<file path="src/hdl/lpct_pkg.sv">
// ============================================================================
// lpct_pkg
// Shared types and constants of the load prediction check table.
// ============================================================================
package lpct_pkg;

   localparam int DEFAULT_ENTRIES   = 64;
   localparam int DEFAULT_LINE_BITS = 6;

   localparam int ADDR_W   = 64;
   localparam int UOP_W    = 64;
   localparam int LNUM_W   = 64;
   localparam int DIST_W   = 32;
   localparam int OP_W     = 2;
   localparam int STATUS_W = 3;
   localparam int COUNT_W  = 7;

   localparam logic [DIST_W-1:0] DIST_RESET = 32'd64;

   // entries counted per cycle by the removal sweep
   localparam int CHUNK_W = 8;
   localparam int PC_W    = $clog2(CHUNK_W + 1);

   typedef enum logic [OP_W-1:0] {
      OP_INSERT     = 2'd0,
      OP_CHECK      = 2'd1,
      OP_INVALIDATE = 2'd2,
      OP_CLEANUP    = 2'd3
   } req_op_type;

   typedef enum logic [STATUS_W-1:0] {
      ST_INSERTED    = 3'd0,
      ST_REFRESHED   = 3'd1,
      ST_FULL        = 3'd2,
      ST_MATCH       = 3'd3,
      ST_NO_ENTRY    = 3'd4,
      ST_WRONG_BLOCK = 3'd5,
      ST_REMOVED     = 3'd6
   } rsp_status_type;

   // controller -> datapath
   typedef struct packed {
      logic capture;   // latch request payload
      logic compare;   // register per-entry match vectors
      logic resolve;   // apply table update, form result
      logic sweep;     // count one chunk of removed entries
      logic push;      // load response register
   } ctl_cmd_type;

   // datapath -> controller
   typedef struct packed {
      logic bulk;        // request removes a set of entries
      logic sweep_last;  // final sweep chunk this cycle
      logic slot_free;   // response register can take a result
   } dp_stat_type;

endpackage

</file>
<file path="src/hdl/lpct_ctrl.sv">
// ============================================================================
// lpct_ctrl
// Request sequencer: compare, resolve, optional count sweep, respond.
// ============================================================================
module lpct_ctrl import lpct_pkg::*; (
   input  logic        clock,
   input  logic        reset,
   input  logic        req_valid,
   output logic        req_ready,
   input  dp_stat_type stat,
   output ctl_cmd_type cmd
);

   typedef enum logic [2:0] {
      S_IDLE,
      S_COMPARE,
      S_RESOLVE,
      S_SWEEP,
      S_FINISH
   } state_type;

   state_type state_ff, state_in;

   always_comb begin
      state_in  = state_ff;
      cmd       = '0;
      req_ready = 1'b0;
      case (state_ff)
         S_IDLE: begin
            req_ready = 1'b1;
            if (req_valid) begin
               cmd.capture = 1'b1;
               state_in    = S_COMPARE;
            end
         end
         S_COMPARE: begin
            cmd.compare = 1'b1;
            state_in    = S_RESOLVE;
         end
         S_RESOLVE: begin
            cmd.resolve = 1'b1;
            if (stat.bulk) begin
               state_in = S_SWEEP;
            end else if (stat.slot_free) begin
               // result goes out now; next request may enter alongside
               cmd.push  = 1'b1;
               req_ready = 1'b1;
               if (req_valid) begin
                  cmd.capture = 1'b1;
                  state_in    = S_COMPARE;
               end else begin
                  state_in = S_IDLE;
               end
            end else begin
               state_in = S_FINISH;
            end
         end
         S_SWEEP: begin
            cmd.sweep = 1'b1;
            if (stat.sweep_last) begin
               state_in = S_FINISH;
            end
         end
         S_FINISH: begin
            if (stat.slot_free) begin
               cmd.push  = 1'b1;
               req_ready = 1'b1;
               if (req_valid) begin
                  cmd.capture = 1'b1;
                  state_in    = S_COMPARE;
               end else begin
                  state_in = S_IDLE;
               end
            end
         end
         default: begin
            state_in = S_IDLE;
         end
      endcase
   end

   always_ff @(posedge clock) begin
      if (reset) begin
         state_ff <= S_IDLE;
      end else begin
         state_ff <= state_in;
      end
   end

endmodule

</file>
<file path="config.mk">
export PLATFORM = sky130hd
export DESIGN_NAME = lpct_ctrl
export DESIGN_NICKNAME = d
export VERILOG_FILES = /design/src/hdl/lpct_pkg.sv /design/src/hdl/lpct_ctrl.sv
export SDC_FILE = /design/constraint.sdc
export NUM_CORES = 1
export LEC_CHECK = 0
export BUFFER_PORTS_ARGS = -buffer_cell sky130_fd_sc_hd__buf_2
export CAP_MARGIN = 20
export CORE_AREA = 4 4 41 43
export CTS_BUF_LIST = sky130_fd_sc_hd__clkbuf_4 sky130_fd_sc_hd__clkbuf_8
export DETAILED_ROUTE_END_ITERATION = 8
export DIE_AREA = 0 0 45 47
export HOLD_SLACK_MARGIN = 0.12
export PLACE_DENSITY = 0.49
export SLEW_MARGIN = 20
export SYNTH_ARGS = -nofsm -noshare
export SYNTH_HDL_FRONTEND = slang
export SYNTH_SLANG_ARGS = --single-unit
</file>
<file path="constraint.sdc">
create_clock -name clock -period 2.8 [get_ports clock]
set_input_delay 0.28 -clock clock [delete_from_list [all_inputs] [get_ports clock]]
set_output_delay 0.28 -clock clock [all_outputs]
set_load 0.05 [all_outputs]
</file>
After elaboration in Yosys (flattened, before gate mapping)
Index checks and enable logic that the tools add are counted.
Widths: inputs -> output; s select.
- equality and inequality tests: 7
- mux-type cells: 18
- reductions and logical operators: 2
- operators by type and width (kind ; number):
    $mux 3 ; 5
    $pmux 3 s5 ; 1
    $mux 1 ; 9
    $eq 3x2->1 const B ; 2
    $ne 2x2->1 const B ; 3
    $pmux 1 s3 ; 2
    $eq 3x1->1 const B ; 1
    $eq 3x3->1 const B ; 1
    $logic_not 3->1 ; 1
    $reduce_and 3->1 ; 1
    $pmux 1 s2 ; 1
- bits in registers: 3
- input port bits: 6
- word-level logic and storage cells: 28

Depth between registers and ports, before layout
- word-level depth: 4
- gate-level depth with buffers: 4

Worst setup path after synthesis
No wires, ideal clock.
- path type: reg-to-output
- start point: register state_ff[2]
- end point: output port cmd[4] in the netlist's numbering
- arrival: 1.741 ns
- data required time: 2.520 ns
- path slack: 0.779 ns
- cell stages (with the launch flop): 5
- cells stage by stage: dfxtp_1 > o21ai_1 > a21oi_1 > nor2_1 > and2_1
- RTL lines (what ; line ; source):
    from (decl) ; lpct_ctrl.sv:22 ; state_type state_ff, state_in;
    from (signal assigned) ; lpct_ctrl.sv:86 ; state_ff <= state_in;
    to (decl) ; lpct_ctrl.sv:11 ; output ctl_cmd_type cmd

==> run summary <==
The flow ran to the end, and the final reports show no timing, DRC or antenna violations. In the synthesized netlist, the number of instances is 35. The global routing's busiest layer is met2. The share of power burned in combinational logic is between 40% and 50%. The largest buffer count on any clock path is 2.

The number of gates resized after CTS was 0. The critical path goes through nand2_1 -> o21ai_0 -> and3b_1 -> buf_2. The detailed router finished its first iteration with 5 violations. The number of global-route vias before repair came to approximately 280. The later pin in the worst-skew pair is clocked with a latency of 0.23 ns.

The final setup violation count is 0. The number of warnings reported in the yosys synthesis log came out at 0. The number of nets with antenna violations after detailed routing is 0. Sequential elements use between 20% and 30% of the synthesized area. The final number of max-transition violations is 0.

The clock sink count came out at 3. The worst register-to-register path begins at state_ff[0]. The global-route track usage on met1 is between 8 and 9%.

Global routing used around 5.4% of the available met3 tracks. The count of buffer and inverter cells on the critical path came out at 1. The count of buffers added by post-CTS timing repair for setup is 0.

The iteration count of the initial detailed-routing pass is 2. The detail-routed net length per standard cell is 10.6 µm. The antenna diode instance count is 0.

The cell area power density came out at 729 nW/µm². The boundary pin count is 12. The switching share of power is 43.6%. The largest registers in the layout are state_ff (3).

The initial antenna violation count came out at 0. The slowest cell on the critical path is dfxtp_1. The area of the multi-input gates came out at 174 µm². The overflow left after global routing came out at 0. At the placement stage, the worst setup path has a slack of ~1.4 ns. The number of non-filler instances in the completed layout is 64. In the routed layout, each cell is associated on average with a via count of roughly 4.7.

The global-route wire length before repair came out at ~1.1 mm. The category of the most critical setup path is register to output pin. The largest net degree at the start of global routing is 13. The tightest min-delay check is of the input pin to register type. The worst-case headroom to the max-slew limit is a little under 80%. From left edge to right edge, the die measures approximately 45 µm.

The worst-case IR drop observed on VDD is roughly 0.00015 V. The number of different library cells in the post-synthesis netlist is 19. The number of port buffers is 11. The synthesized cell area is 245 µm². Summed over all nets, the half-perimeter wirelength after detailed placement is 521 µm.

The floorplan has 13 rows. In the final design database the tool counted 56 nets. The clock buffer count from CTS is 3.

STA classifies the critical path endpoint as an output pin. The net load switching power is between 100 and 150 µW. Along the worst path, the maximum fanout reaches 7. The data required time at the worst endpoint is about 2.5 ns. In this run the vertical extent of the chip is roughly 47 µm. STA puts the critical path data arrival time at between 1 and 1.5 ns.

Across every metal layer, demand over resource in global routing totals around 7.7%. The register with the most flip-flops in the layout has 3 of them. The sum of negative setup slack is 0 ns. Synthesis produced a netlist with a net count of between 40 and 50. The met2 track demand over resource came out at ~11%. The register share of total power came out at approximately a quarter. The overall routed net length is 681 µm. The core area is 1300 µm².

The post-synthesis register bit count came out at 3. The share of post-route cells with drive strength above 1 came out at ~43%. Clock-pin slew was measured on the worst setup and hold paths at about 0.04 ns. The final routed DRC violation total came out at 0. Among cell families on the critical path, the largest total delay comes from flip-flops. In the layout the commonest cells are 11 x buf_2, 6 x nor2_1, 4 x a21oi_1, 4 x clkbuf_4. The initial utilization of the core area, before any placement, comes to approximately a fifth. The worst setup path startpoint is state_ff[1]. The final clock period utilization by the worst path came out at 59.8%. The number of violations of the max-capacitance limit is 0.

Summing over every cut layer, the via total after detailed routing is just over 300. The maximum frequency from static timing analysis is 0.597 GHz. The quantity of hold-fixing buffers added after cts is 0. The worst setup path is launched from a register.

Setup repair after global routing left no endpoint under its margin. The final critical path time including I/O delays and setup came out at about 1.7 ns. The most common cell after layout, fill and taps aside is buf_2. The setup clock skew after layout is roughly 0.0013 ns.

For the pin with the worst max-slew slack, the measured transition is roughly 0.34 ns. The routability-driven placement congestion ratio is 0.694. The static leakage is 0.164 nW. For this run, the slowest stage of the critical path takes 0.45 ns. The clock network fraction of design power came out at 33.7%. Once placement completed, the tool counted placed cells totaling 60. The startpoint identified for the worst hold timing path is reset. On the final layout, the worst hold slack is around 0.3 ns.

The internal power component came out at 142 µW. TritonCTS built the clock tree. The overall die area came out at between 2000 and 2500 µm². The register area is around 60 µm².

Ranked by flip-flop count, first place goes to state_ff. The layout-stage area growth over the synthesis result is 40.8%. The post-synthesis area per instance is 7.01 µm². The CTS H-tree depth came out at 1. The clock tree root buffer cell is clkbuf_4. The layout has roughly 170 filler cells. Setup slack closes at 1.13 ns. The number of failing hold endpoints at the final stage is 0.
[power groups by stage]
stage	clock [mW]	combinational [mW]	sequential, mW
floorplan	0	0.0880	0.0548
finish	0.0847	0.105	0.0621
CTS	0.0896	0.106	0.0617
global route	0.0976	0.113	0.0638
global placement	0	0.106	0.0628
detailed placement	0	0.106	0.0625
[worst reg2reg max path, delay by kind of cell (launching register included)]
family | cells | cell delay [ns]
simple gates | 1 | 0.09
flops | 1 | 0.51
compound gates | 2 | 0.67
[final cells by class]
class	count	share of cell area (%)
tap	15	5.43
multi-input combinational	29	50.4
inverter	2	2.17
timing repair buffer	11	15.9
sequential	3	17.4
clock buffer	4	8.70
[per-layer routing]
layer / up-vias / part of all wire, %
met5: - / 0
met4: 0 / 0
met3: 0 / 7.9
met2: 8 / 43
met1: 136 / 49
li1: 158 / -
[cell families (layout without fill, tap and decap cells)]
group,after synthesis,after routing,synth area share (%)
compound gates,11,11,31.6
simple gates,18,18,39.3
flops,3,3,24.5
buf+inv,3,17,4.59
[stage by stage]
step | util (%) | power (mW) | cell area [µm²]
after floorplan | - | 0.143 | 245
after global placement | 24.2 | 0.169 | 315
after detailed placement | 24.2 | 0.169 | 315
after CTS | 26.5 | 0.257 | 345
after global routing | 26.5 | 0.274 | 345
final | 26.5 | 0.252 | 345
[final timing paths]
kind,end,slack (ns),cells after the start
worst max register to register,state_ff[2],1.43,3
worst max-delay path,cmd[0],1.13,4
worst min register to register,state_ff[1],0.55,1
worst min-delay path,state_ff[1],0.29,2
[synth_stat cells (all sizes together)]
master | n | area (µm²)
o21ai | 4 | 23.8
inv | 2 | 7.51
or4 | 2 | 15.0
and3b | 1 | 8.76
clkbuf | 1 | 3.75
o41ai | 1 | 16.3
dfxtp | 3 | 60.1
a221o | 1 | 10.0
and3 | 2 | 13.8
nor4 | 1 | 6.26
nor2 | 7 | 28.8
a21oi | 4 | 20.0
nand2 | 3 | 11.3
a211oi | 1 | 7.51
and2 | 2 | 12.5
Note: power is estimated with default switching activity, not from simulation.
